$ cat src/rtl/utf8d_pkg.sv
// Shared types and constants for the UTF-8 decoder.
// Holds the byte classes, the queued word layout and the result status codes.
// No dependencies.
`default_nettype none

package utf8d_pkg;

  localparam int unsigned ByteW = 8;
  localparam int unsigned CodeW = 21;
  localparam int unsigned StatW = 2;

  // Result status codes.
  localparam logic [StatW-1:0] STATUS_ASCII = 2'd0;
  localparam logic [StatW-1:0] STATUS_MULTI = 2'd1;
  localparam logic [StatW-1:0] STATUS_ERROR = 2'd2;

  typedef enum logic [2:0] {
    CLS_ASCII,
    CLS_LEAD2,
    CLS_LEAD3,
    CLS_LEAD4,
    CLS_CONT,
    CLS_INVALID
  } byte_class_e;

  typedef struct packed {
    logic [ByteW-1:0] data;
    byte_class_e      cls;
  } cls_word_t;

endpackage

`default_nettype wire

$ cat src/rtl/utf8d_front.sv
// Front end of the UTF-8 decoder: sorts each incoming byte into its class.
// Depends on utf8d_pkg.
`default_nettype none

module utf8d_front (
  input  logic [7:0]           byte_in_i,
  output utf8d_pkg::cls_word_t word_o
);
  import utf8d_pkg::*;

  byte_class_e cls;

  always_comb begin
    priority casez (byte_in_i)
      8'b0???????: cls = CLS_ASCII;
      8'b10??????: cls = CLS_CONT;
      8'b110?????: cls = CLS_LEAD2;
      8'b1110????: cls = CLS_LEAD3;
      8'b11110???: cls = CLS_LEAD4;
      default:     cls = CLS_INVALID;
    endcase
  end

  assign word_o.data = byte_in_i;
  assign word_o.cls  = cls;

endmodule

`default_nettype wire

$ cat src/rtl/utf8d_fifo.sv
// Small queue that carries classified words from the front end to the back end.
// Depends on utf8d_pkg.
`default_nettype none

module utf8d_fifo #(
  parameter int unsigned Depth = 4
) (
  input  logic                 clk_i,
  input  logic                 rst_ni,
  input  logic                 push_i,
  input  utf8d_pkg::cls_word_t wdata_i,
  output logic                 full_o,
  input  logic                 pop_i,
  output utf8d_pkg::cls_word_t rdata_o,
  output logic                 empty_o
);
  import utf8d_pkg::*;

  localparam int unsigned AddrW = (Depth > 1) ? $clog2(Depth) : 1;
  localparam int unsigned CntW  = $clog2(Depth + 1);
  localparam logic [AddrW-1:0] LastAddr = AddrW'(Depth - 1);
  localparam logic [CntW-1:0]  FullCnt  = CntW'(Depth);

  cls_word_t        mem_q [Depth];
  logic [AddrW-1:0] wr_ptr_q, wr_ptr_d;
  logic [AddrW-1:0] rd_ptr_q, rd_ptr_d;
  logic [CntW-1:0]  cnt_q, cnt_d;
  logic             do_push, do_pop;

  assign full_o  = (cnt_q == FullCnt);
  assign empty_o = (cnt_q == '0);
  assign do_push = push_i && !full_o;
  assign do_pop  = pop_i && !empty_o;
  assign rdata_o = mem_q[rd_ptr_q];

  always_comb begin
    wr_ptr_d = wr_ptr_q;
    rd_ptr_d = rd_ptr_q;
    cnt_d    = cnt_q;
    if (do_push) begin
      wr_ptr_d = (wr_ptr_q == LastAddr) ? '0 : wr_ptr_q + AddrW'(1);
    end
    if (do_pop) begin
      rd_ptr_d = (rd_ptr_q == LastAddr) ? '0 : rd_ptr_q + AddrW'(1);
    end
    if (do_push && !do_pop) begin
      cnt_d = cnt_q + CntW'(1);
    end else if (do_pop && !do_push) begin
      cnt_d = cnt_q - CntW'(1);
    end
  end

  always_ff @(posedge clk_i or negedge rst_ni) begin
    if (!rst_ni) begin
      wr_ptr_q <= '0;
      rd_ptr_q <= '0;
      cnt_q    <= '0;
    end else begin
      wr_ptr_q <= wr_ptr_d;
      rd_ptr_q <= rd_ptr_d;
      cnt_q    <= cnt_d;
    end
  end

  always_ff @(posedge clk_i) begin
    if (do_push) begin
      mem_q[wr_ptr_q] <= wdata_i;
    end
  end

endmodule

`default_nettype wire

$ cat src/rtl/utf8d_back.sv
// Back end of the UTF-8 decoder: sequence state, code point assembly and the
// result register. Depends on utf8d_pkg.
`default_nettype none

module utf8d_back (
  input  logic                 clk_i,
  input  logic                 rst_ni,
  input  utf8d_pkg::cls_word_t word_i,
  input  logic                 word_valid_i,
  output logic                 word_take_o,
  output logic                 res_valid_o,
  input  logic                 res_pop_i,
  output logic [20:0]          code_point_o,
  output logic [1:0]           status_o,
  output logic [7:0]           bad_byte_o
);
  import utf8d_pkg::*;

  logic [1:0]       phase_q, phase_d;
  logic [CodeW-1:0] partial_q, partial_d;
  logic             res_valid_q, res_valid_d;
  logic [CodeW-1:0] cp_q, cp_d;
  logic [StatW-1:0] stat_q, stat_d;
  logic [ByteW-1:0] bad_q, bad_d;

  logic             emit;
  logic [CodeW-1:0] cont_bits;
  logic [CodeW-1:0] merged;
  logic [1:0]       phase_dec;

  // A queued word is taken whenever the result slot is free or being emptied.
  assign word_take_o = word_valid_i && (!res_valid_q || res_pop_i);
  assign phase_dec   = phase_q - 2'd1;

  always_comb begin
    unique case (phase_dec)
      2'd0:    cont_bits = CodeW'(word_i.data[5:0]);
      2'd1:    cont_bits = CodeW'(word_i.data[5:0]) << 6;
      2'd2:    cont_bits = CodeW'(word_i.data[5:0]) << 12;
      default: cont_bits = CodeW'(word_i.data[5:0]) << 18;
    endcase
  end

  assign merged = partial_q | cont_bits;

  always_comb begin
    phase_d   = phase_q;
    partial_d = partial_q;
    emit      = 1'b0;
    cp_d      = cp_q;
    stat_d    = stat_q;
    bad_d     = bad_q;
    if (word_take_o) begin
      if (phase_q == 2'd0) begin
        unique case (word_i.cls)
          CLS_ASCII: begin
            emit   = 1'b1;
            cp_d   = CodeW'(word_i.data);
            stat_d = STATUS_ASCII;
            bad_d  = '0;
          end
          CLS_LEAD2: begin
            partial_d = CodeW'(word_i.data[4:0]) << 6;
            phase_d   = 2'd1;
          end
          CLS_LEAD3: begin
            partial_d = CodeW'(word_i.data[3:0]) << 12;
            phase_d   = 2'd2;
          end
          CLS_LEAD4: begin
            partial_d = CodeW'(word_i.data[2:0]) << 18;
            phase_d   = 2'd3;
          end
          default: begin
            emit   = 1'b1;
            cp_d   = '0;
            stat_d = STATUS_ERROR;
            bad_d  = word_i.data;
          end
        endcase
      end else if (word_i.cls != CLS_CONT) begin
        // The pending sequence is dropped and the offending byte reported.
        phase_d   = 2'd0;
        partial_d = '0;
        emit      = 1'b1;
        cp_d      = '0;
        stat_d    = STATUS_ERROR;
        bad_d     = word_i.data;
      end else if (phase_dec == 2'd0) begin
        phase_d   = 2'd0;
        partial_d = '0;
        emit      = 1'b1;
        cp_d      = merged;
        stat_d    = STATUS_MULTI;
        bad_d     = '0;
      end else begin
        phase_d   = phase_dec;
        partial_d = merged;
      end
    end
    res_valid_d = emit || (res_valid_q && !res_pop_i);
  end

  always_ff @(posedge clk_i or negedge rst_ni) begin
    if (!rst_ni) begin
      phase_q     <= 2'd0;
      partial_q   <= '0;
      res_valid_q <= 1'b0;
    end else begin
      phase_q     <= phase_d;
      partial_q   <= partial_d;
      res_valid_q <= res_valid_d;
    end
  end

  always_ff @(posedge clk_i) begin
    cp_q   <= cp_d;
    stat_q <= stat_d;
    bad_q  <= bad_d;
  end

  assign res_valid_o  = res_valid_q;
  assign code_point_o = cp_q;
  assign status_o     = stat_q;
  assign bad_byte_o   = bad_q;

endmodule

`default_nettype wire

$ cat src/rtl/utf8_decoder_unit.sv
// UTF-8 decoder, one byte per word in, one code point or error per result.
// Path: byte -> queue -> back end result register -> ports. Throughput: one
// byte per cycle while the result slot is free or popped, set by the single
// decode register in the back end; the queue of Depth words absorbs stalls.
// Reset: asynchronous, active low; empties queue and result slot, phase idle.
`default_nettype none

module utf8_decoder_unit #(
  parameter int unsigned Depth = 4
) (
  input  logic        clk_i,
  input  logic        rst_ni,
  input  logic        push,
  output logic        full,
  input  logic [7:0]  byte_in_i,
  output logic        empty,
  input  logic        pop,
  output logic [20:0] code_point_o,
  output logic [1:0]  status_o,
  output logic [7:0]  bad_byte_o
);
  import utf8d_pkg::*;

  cls_word_t front_word;
  cls_word_t q_word;
  logic      q_full, q_empty, q_pop;
  logic      res_valid;

  utf8d_front u_front (
    .byte_in_i (byte_in_i),
    .word_o    (front_word)
  );

  utf8d_fifo #(
    .Depth (Depth)
  ) u_fifo (
    .clk_i   (clk_i),
    .rst_ni  (rst_ni),
    .push_i  (push),
    .wdata_i (front_word),
    .full_o  (q_full),
    .pop_i   (q_pop),
    .rdata_o (q_word),
    .empty_o (q_empty)
  );

  utf8d_back u_back (
    .clk_i        (clk_i),
    .rst_ni       (rst_ni),
    .word_i       (q_word),
    .word_valid_i (!q_empty),
    .word_take_o  (q_pop),
    .res_valid_o  (res_valid),
    .res_pop_i    (pop),
    .code_point_o (code_point_o),
    .status_o     (status_o),
    .bad_byte_o   (bad_byte_o)
  );

  assign full  = q_full;
  assign empty = !res_valid;

  a_queue_sane : assert property (@(posedge clk_i) disable iff (!rst_ni)
    !(q_full && q_empty))
    else $error("queue reports full and empty at once");

  a_take_needs_word : assert property (@(posedge clk_i) disable iff (!rst_ni)
    q_pop |-> !q_empty)
    else $error("back end took a word from an empty queue");

  a_status_legal : assert property (@(posedge clk_i) disable iff (!rst_ni)
    !empty |-> (status_o == STATUS_ASCII || status_o == STATUS_MULTI ||
                status_o == STATUS_ERROR))
    else $error("result carries an undefined status");

  a_error_zero_cp : assert property (@(posedge clk_i) disable iff (!rst_ni)
    (!empty && status_o == STATUS_ERROR) |-> (code_point_o == '0))
    else $error("error result carries a nonzero code point");

  a_take_after_pop : assert property (@(posedge clk_i) disable iff (!rst_ni)
    (q_pop && !empty) |-> pop)
    else $error("back end overwrote a result that was not taken");

endmodule

`default_nettype wire
$ cat config.mk
export PLATFORM = sky130hd
export DESIGN_NAME = utf8_decoder_unit
export DESIGN_NICKNAME = d
export VERILOG_FILES = /design/src/rtl/utf8d_pkg.sv /design/src/rtl/utf8d_front.sv /design/src/rtl/utf8d_fifo.sv /design/src/rtl/utf8d_back.sv /design/src/rtl/utf8_decoder_unit.sv
export SDC_FILE = /design/constraint.sdc
export NUM_CORES = 1
export LEC_CHECK = 0
export CAP_MARGIN = 10
export CORE_MARGIN = 1
export CORE_UTILIZATION = 30
export DETAILED_ROUTE_END_ITERATION = 16
export DONT_BUFFER_PORTS = 1
export GPL_ROUTABILITY_DRIVEN = 0
export PLACE_DENSITY_LB_ADDON = 0.1
export REMOVE_ABC_BUFFERS = 1
export SYNTH_ARGS = -nofsm -noshare
export SYNTH_HDL_FRONTEND = slang
export SYNTH_SLANG_ARGS = --single-unit
$ cat constraint.sdc
create_clock -name clk_i -period 3 [get_ports clk_i]
set_clock_uncertainty 0.05 [all_clocks]
set_input_delay 0.15 -clock clk_i [delete_from_list [all_inputs] [get_ports clk_i]]
set_output_delay 0.15 -clock clk_i [all_outputs]
set_load 0.03 [all_outputs]
==> run metrics, run 1 <==
Worst Reg-to-Reg Cells=4; area delta synth->final=13.64%; dpl cells=496; r2r endpoint=u_back.res_valid_o; Syn Area/Cell=~14 um2; Max Cap Viol=0; Pleak=1.894 nW; cts bufs inserted=9; CTS tree=built; initial antenna violation count=0; critical path peak fanout=32; PD cells=between 1000 and 1500 nW/um2; Fmax=between 0.3 and 0.4 GHz; vias in the first global route=roughly 2600; # clock sinks=around 110; minimum clock period=2.764 ns; final core occ=a little over a third; # IOs=45; Pins Over Slew Limit=0; global-route wire length before repair=roughly 16000 um; RSZ-0062 raised after global routing=false; final clock period utilization by the worst path=~92%; Synth Flop Type=edfxtp_1; Mapped Cells=~320; final setup fails=0; dpl hpwl=6635 um; total track usage=a little over an eighth; Warnings, synthesis=0; Fin Hold WS=0.02049 ns; DR vias/cell=between 5 and 6; Initial Util=approximately 31%; total negative slack=0 ns; FF-to-FF Start=u_fifo.rd_ptr_q[0]; R2R Setup Slk=approximately 0.24 ns; worst setup path endpoint=u_back.res_valid_o; outcome=finished, violations left; final std cells w/o fill=522; CTS max path bufs=2; # diodes=0; WP data required=between 3 and 4 ns; clk_lat worst skew=~0.36 ns; Placed Area=approximately 4800 um2; EDFF count, synth=75; CP Launch Type=flip-flop; Seq/Total Area, Yosys=66.16%; die height=between 100 and 150 um; DRT Wirelength=just over 10000 um; die area=approximately 16000 um2; Synth async-reset ratio=29.25%; DIE WIDTH=between 100 and 150 um; Detailed Routing Iterations Pass 1=10; Slew Limit Headroom=a little under half; HP Class=in -> reg; Clock transition at path regs=about 0.08 ns; Final Hold Vio Count=0; grt total ovfl=0; Netlist cell types=about 50; Post-DRT Antenna Nets=0; residual DRC count=6; wire per inst=roughly 20 um; Cell Rows=44; cts repair resizes=0; Critical Path AT=between 2 and 3 ns; maximum vdd drop=0.4504 mV; Iter 0 DRT Violations=~150; via count=2616; failing checks=DRC; design area=approximately 5200 um2; crit path kind=reg -> reg; crit path launch=u_fifo.rd_ptr_q[0]; synthesized cell area=around 4600 um2; post-CTS setup buffer count=0; crit end category=flip-flop; I/O Buffers=0; CTS root buffer=clkbuf_16; NumNets Final=357; largest net degree at the start of global routing=33; H-tree depth=3; core area=roughly 15000 um2; Worst Tran Pin Value=approximately 0.8 ns; synthesized flop and latch total=106; share of layout cells above drive strength 1=about an eighth
-- where the power goes --
part | leakage [nW] | switching [mW] | internal, mW
Clock | 0.134 | 0.590 | 0.583
Sequential | 1.13 | 0.639 | 2.21
Combinational | 0.633 | 1.32 | 0.726
Total | 1.89 | 2.55 | 3.52
-- cells by family after synthesis --
kind of cell	Yosys count	share of synthesized area [%]
AO/OA/AOI/OAI	65	10.31
XOR/XNOR	3	0.5742
adder cells (fa/ha/maj)	12	3.444
buffers and inverters	29	2.734
flip-flops	106	66.16
multiplexers	14	6.124
AND/OR/NAND/NOR	88	10.66
-- how the worst min path moves through the flow --
stage                                      end          from  cells past startpoint
after floorplan            u_back.partial_q[0]        rst_ni                      0
after global placement    u_back.partial_q[17]        rst_ni                      0
after detailed placement  u_back.partial_q[17]        rst_ni                      0
after CTS                   u_fifo.mem_q[0][0]  byte_in_i[6]                      2
after global routing        u_fifo.mem_q[2][1]  byte_in_i[3]                      1
final                       u_fifo.mem_q[3][0]  byte_in_i[6]                      2
-- sequential cells by signal, indices dropped and copies added (netlist names) --
signal / cells
u_back.code_point_o: 21
u_back.res_valid_o: 1
u_fifo.mem_q: 44
u_back.partial_q: 21
u_fifo.rd_ptr_q: 2
u_back.status_o: 2
u_back.phase_q: 2
u_fifo.cnt_q: 3
u_fifo.wr_ptr_q: 2
u_back.bad_byte_o: 8
-- synthesized netlist by cell type, drive strengths merged (2+ instances only) --
cell	count	area [um2]
or4b	2	23.77
o2111ai	4	35.03
o211ai	4	35.03
a22o	9	78.83
a22oi	5	37.54
buf	6	38.79
mux4	11	247.7
and2	14	87.58
nor2	21	78.83
edfxtp	75	2252
dfrtp	31	775.7
ha	11	137.6
nor3	2	10.01
mux2	2	22.52
nand3	10	50.05
xor2	2	17.52
nor2b	11	68.82
o21ai	5	25.02
nor3b	3	22.52
nand2	7	26.28
o2bb2ai	5	43.79
clkbuf	7	26.28
nand2b	9	56.30
a21oi	23	118.9
or2	3	18.77
inv	16	60.06
-- critical path: stages (launching register included) --
cell and delay [ns]:
dfrtp_1 0.46, mux4_2 0.68, or4b_4 0.59, o221a_2 0.54
or2_1 0.33
-- per-layer routing --
metal / wire length, um / global-route usage, % / vias to the layer above
met1: 4830 / 17.97 / 1315
met4: 274 / 6.958 / 0
li1: - / - / 1225
met3: 413 / 3.680 / 16
met2: 4630 / 20.78 / 60
met5: 0 / 0 / -
-- repair_timing --
item,4_1_cts,5_1_grt
setup endpoints to repair,0,0
endpoints found under the hold margin,67,0
hold buffers,10,0
-- final cells by class --
type | count | area, um2
well taps | 184 | 230.2
multi-input cells | 182 | 1424
inverters | 16 | 60.06
repair buffers | 18 | 170.2
flip-flops and latches | 106 | 3028
fillers | 1430 | 9498
clock buffers | 10 | 229.0
clock inverters | 6 | 60.06
-- per-stage QoR --
step                power, mW  setup slack, ns
floorplan               4.244          0.09567
global placement        4.959           0.2337
detailed placement      4.953           0.2275
CTS                     6.161           0.1836
global route            6.440           0.1013
finish                  6.070           0.2361
-- layout by cell type, fill, tap and decap left out, types with 4 or more instances in the layout --
cell type	netlist	final
buf_4	1	8
clkbuf_16	0	9
a22o_1	9	9
o21ai_0	5	5
nor2b_1	11	11
o2bb2ai_1	5	5
and2_1	14	14
dfrtp_1	31	31
a22oi_1	5	5
ha_1	11	11
edfxtp_1	75	75
nand2_1	7	7
nand2b_1	9	9
mux4_2	11	11
a21oi_1	22	22
inv_1	16	16
nor2_1	21	21
dlygate4sd3_1	0	9
nand3_1	10	10
o2111ai_1	4	4
Power figures use the tool's default switching activity.
==> run 2, diff against run 1 <==
==> constraint.sdc (replaced) <==
create_clock -name clk_i -period 2.45 [get_ports clk_i]
set_clock_uncertainty 0.05 [all_clocks]
set_input_delay 0.1225 -clock clk_i [delete_from_list [all_inputs] [get_ports clk_i]]
set_output_delay 0.1225 -clock clk_i [all_outputs]
set_load 0.03 [all_outputs]
==> run metrics, run 2 (synthesis gave the netlist of run 1 again) <==
outcome=finished, violations left; failing checks=DRC; share of layout cells above drive strength 1=18.72% (+5.4 points); R2R Setup Slk=0.10 ns (-0.13 ns); Initial Util=31.14% (unchanged); Clock transition at path regs=0.07 ns (about the same); Iter 0 DRT Violations=129 (-16%); Post-DRT Antenna Nets=0 (unchanged); WHS Endpoint=u_fifo.mem_q[1][0]; Cell Rows=44 (unchanged); # clock sinks=106 (unchanged); CTS root buffer=clkbuf_16; DIE WIDTH=125.5 um (unchanged); crit path kind=reg -> reg; r2r endpoint=u_back.bad_byte_o[7]; cts bufs inserted=9 (unchanged); vias in the first global route=2805 (+6.5%); minimum clock period=2.345 ns (-0.4185 ns); dpl hpwl=7111 um (+7.2%); total negative slack=0 ns (unchanged); residual DRC count=6 (unchanged); total track usage=13.86% (+0.17 points); final std cells w/o fill=542 (+3.8%); global-route wire length before repair=16150 um (+3.0%); Worst Tran Pin Value=0.4864 ns (-0.3129 ns); hold depth=2 (unchanged); WP data required=2.51 ns (-0.69 ns); core area=14700 um2 (unchanged); HP Class=in -> reg; via count=2658 (+1.6%); worst setup margin=0.1047 ns (-0.1315 ns); power share of the sequential group=44.8% (-2.1 points); RSZ-0062 raised after global routing=false; P_sw=3.139 mW (+23%); area delta synth->final=17.88%; Fillers=1385 (-3.1%); clk_lat worst skew=0.35 ns (about the same); grt total ovfl=0 (unchanged); Detailed Routing Iterations Pass 1=10 (unchanged); H-tree depth=3 (unchanged); final clock period utilization by the worst path=95.73% (+3.6 points); internal power=4.633 mW (+32%); CP Launch Type=flip-flop; largest net degree at the start of global routing=32 (-3.0%); Critical Path AT=2.40 ns (-0.56 ns); critical path peak fanout=26 (-19%); NumNets Final=377 (+5.6%); max reg flops=44 (unchanged); CTS max path bufs=2 (unchanged); final setup fails=0 (unchanged); Final Hold Vio Count=0 (unchanged); PD cells=1441 nW/um2 (+23%); Multi-input gate area=1439 um2 (+1.1%); # diodes=0 (unchanged); post-place setup slack=0.02405 ns (-0.2034 ns); maximum vdd drop=0.4707 mV (+4.5%); Worst Reg-to-Reg Cells=4 (unchanged); Max Cap Viol=0 (unchanged); crit end category=flip-flop; Biggest register=u_fifo.mem_q; Fmax=0.4264 GHz (+18%); DRT Wirelength=10100 um (-0.50%); FF-to-FF Start=u_fifo.rd_ptr_q[0]; initial antenna violation count=0 (unchanged); Slew Limit Headroom=67.50% (+21 points); min-delay src=byte_in_i[7]; dpl cells=516 (+4.0%); # IOs=45 (unchanged); post-CTS setup buffer count=0 (unchanged); Clk pwr share=18.9% (-0.4 points); die height=125.5 um (unchanged); wire per inst=18.63 um (-4.2%); DR vias/cell=4.904 (-2.1%); I/O Buffers=0 (unchanged); Net Sw Frac=40.39% (-1.6 points); Logic pwr share=36.3% (+2.6 points); Storage cell area=3029 um2 (about the same); CTS tree=built; most frequent cells in the layout=75 x edfxtp_1, 30 x dfrtp_1, 27 x buf_4; die area=15750 um2 (unchanged); Fin Hold WS=0.02008 ns (-0.0004066 ns); Pins Over Slew Limit=0 (unchanged); Pleak=2.009 nW (+6.1%); commonest non-fill, non-tap cell in the layout=edfxtp_1
## run 2: final cells by class
class | instances | share of cell area, %
Timing Repair Buffer | 38 | 6.169
Clock inverter | 6 | 1.391
Clock buffer | 10 | 4.244
Inverter | 16 | 1.113
Multi-Input combinational cell | 182 | 26.67
Sequential cell | 106 | 56.15
Tap cell | 184 | 4.267
## run 2: critical path: stages (launching register included)
cell and delay (ns):
dfrtp_2 0.41, mux4_2 0.59, or4b_4 0.54, o221a_2 0.31, buf_12 0.18
## run 2: per-stage QoR
| stage | util, % | power [mW] | cell area, um2 |
|---|---|---|---|
| floorplan | - | 5.197 | 4512 |
| detailed placement | 33.78 | 6.327 | 4965 |
| CTS | 36.59 | 7.864 | 5379 |
| finish | 36.70 | 7.772 | 5395 |
| global placement | 33.78 | 6.321 | 4965 |
| global route | 36.70 | 8.259 | 5395 |
## run 2: worst max path at each step
stage / start / to / cells after the start
after floorplan: u_fifo.rd_ptr_q[0] / u_back.res_valid_o / 4
after global placement: u_fifo.rd_ptr_q[0] / u_back.code_point_o[7] / 4
after detailed placement: u_fifo.rd_ptr_q[0] / u_back.code_point_o[2] / 5
after CTS: u_fifo.rd_ptr_q[0] / u_back.code_point_o[2] / 5
after global routing: u_fifo.rd_ptr_q[0] / u_back.code_point_o[15] / 4
final: u_fifo.rd_ptr_q[0] / u_back.bad_byte_o[7] / 4
## run 2: per-layer routing
layer,vias up,wire (um),global-route usage (%)
li1,1259,-,-
met1,1317,4478,17.07
met2,60,4854,22.65
met3,22,444,3.723
met4,0,320,6.456
met5,-,0,0
## run 2: power groups by stage
stage | logic (mW) | clock network (mW) | registers [mW]
3_3_place_gp | 2.79 | 0 | 3.54
2_1_floorplan | 1.71 | 0 | 3.49
3_5_place_dp | 2.79 | 0 | 3.53
4_1_cts | 2.84 | 1.53 | 3.50
6_report | 2.82 | 1.47 | 3.49
5_1_grt | 3.11 | 1.59 | 3.56
## run 2: timing repair
action / CTS / global route
hold buffers: 10 / 0
resized for setup: 0 / 3
endpoints found under the hold margin: 71 / 0
setup endpoints to repair: 0 / 41
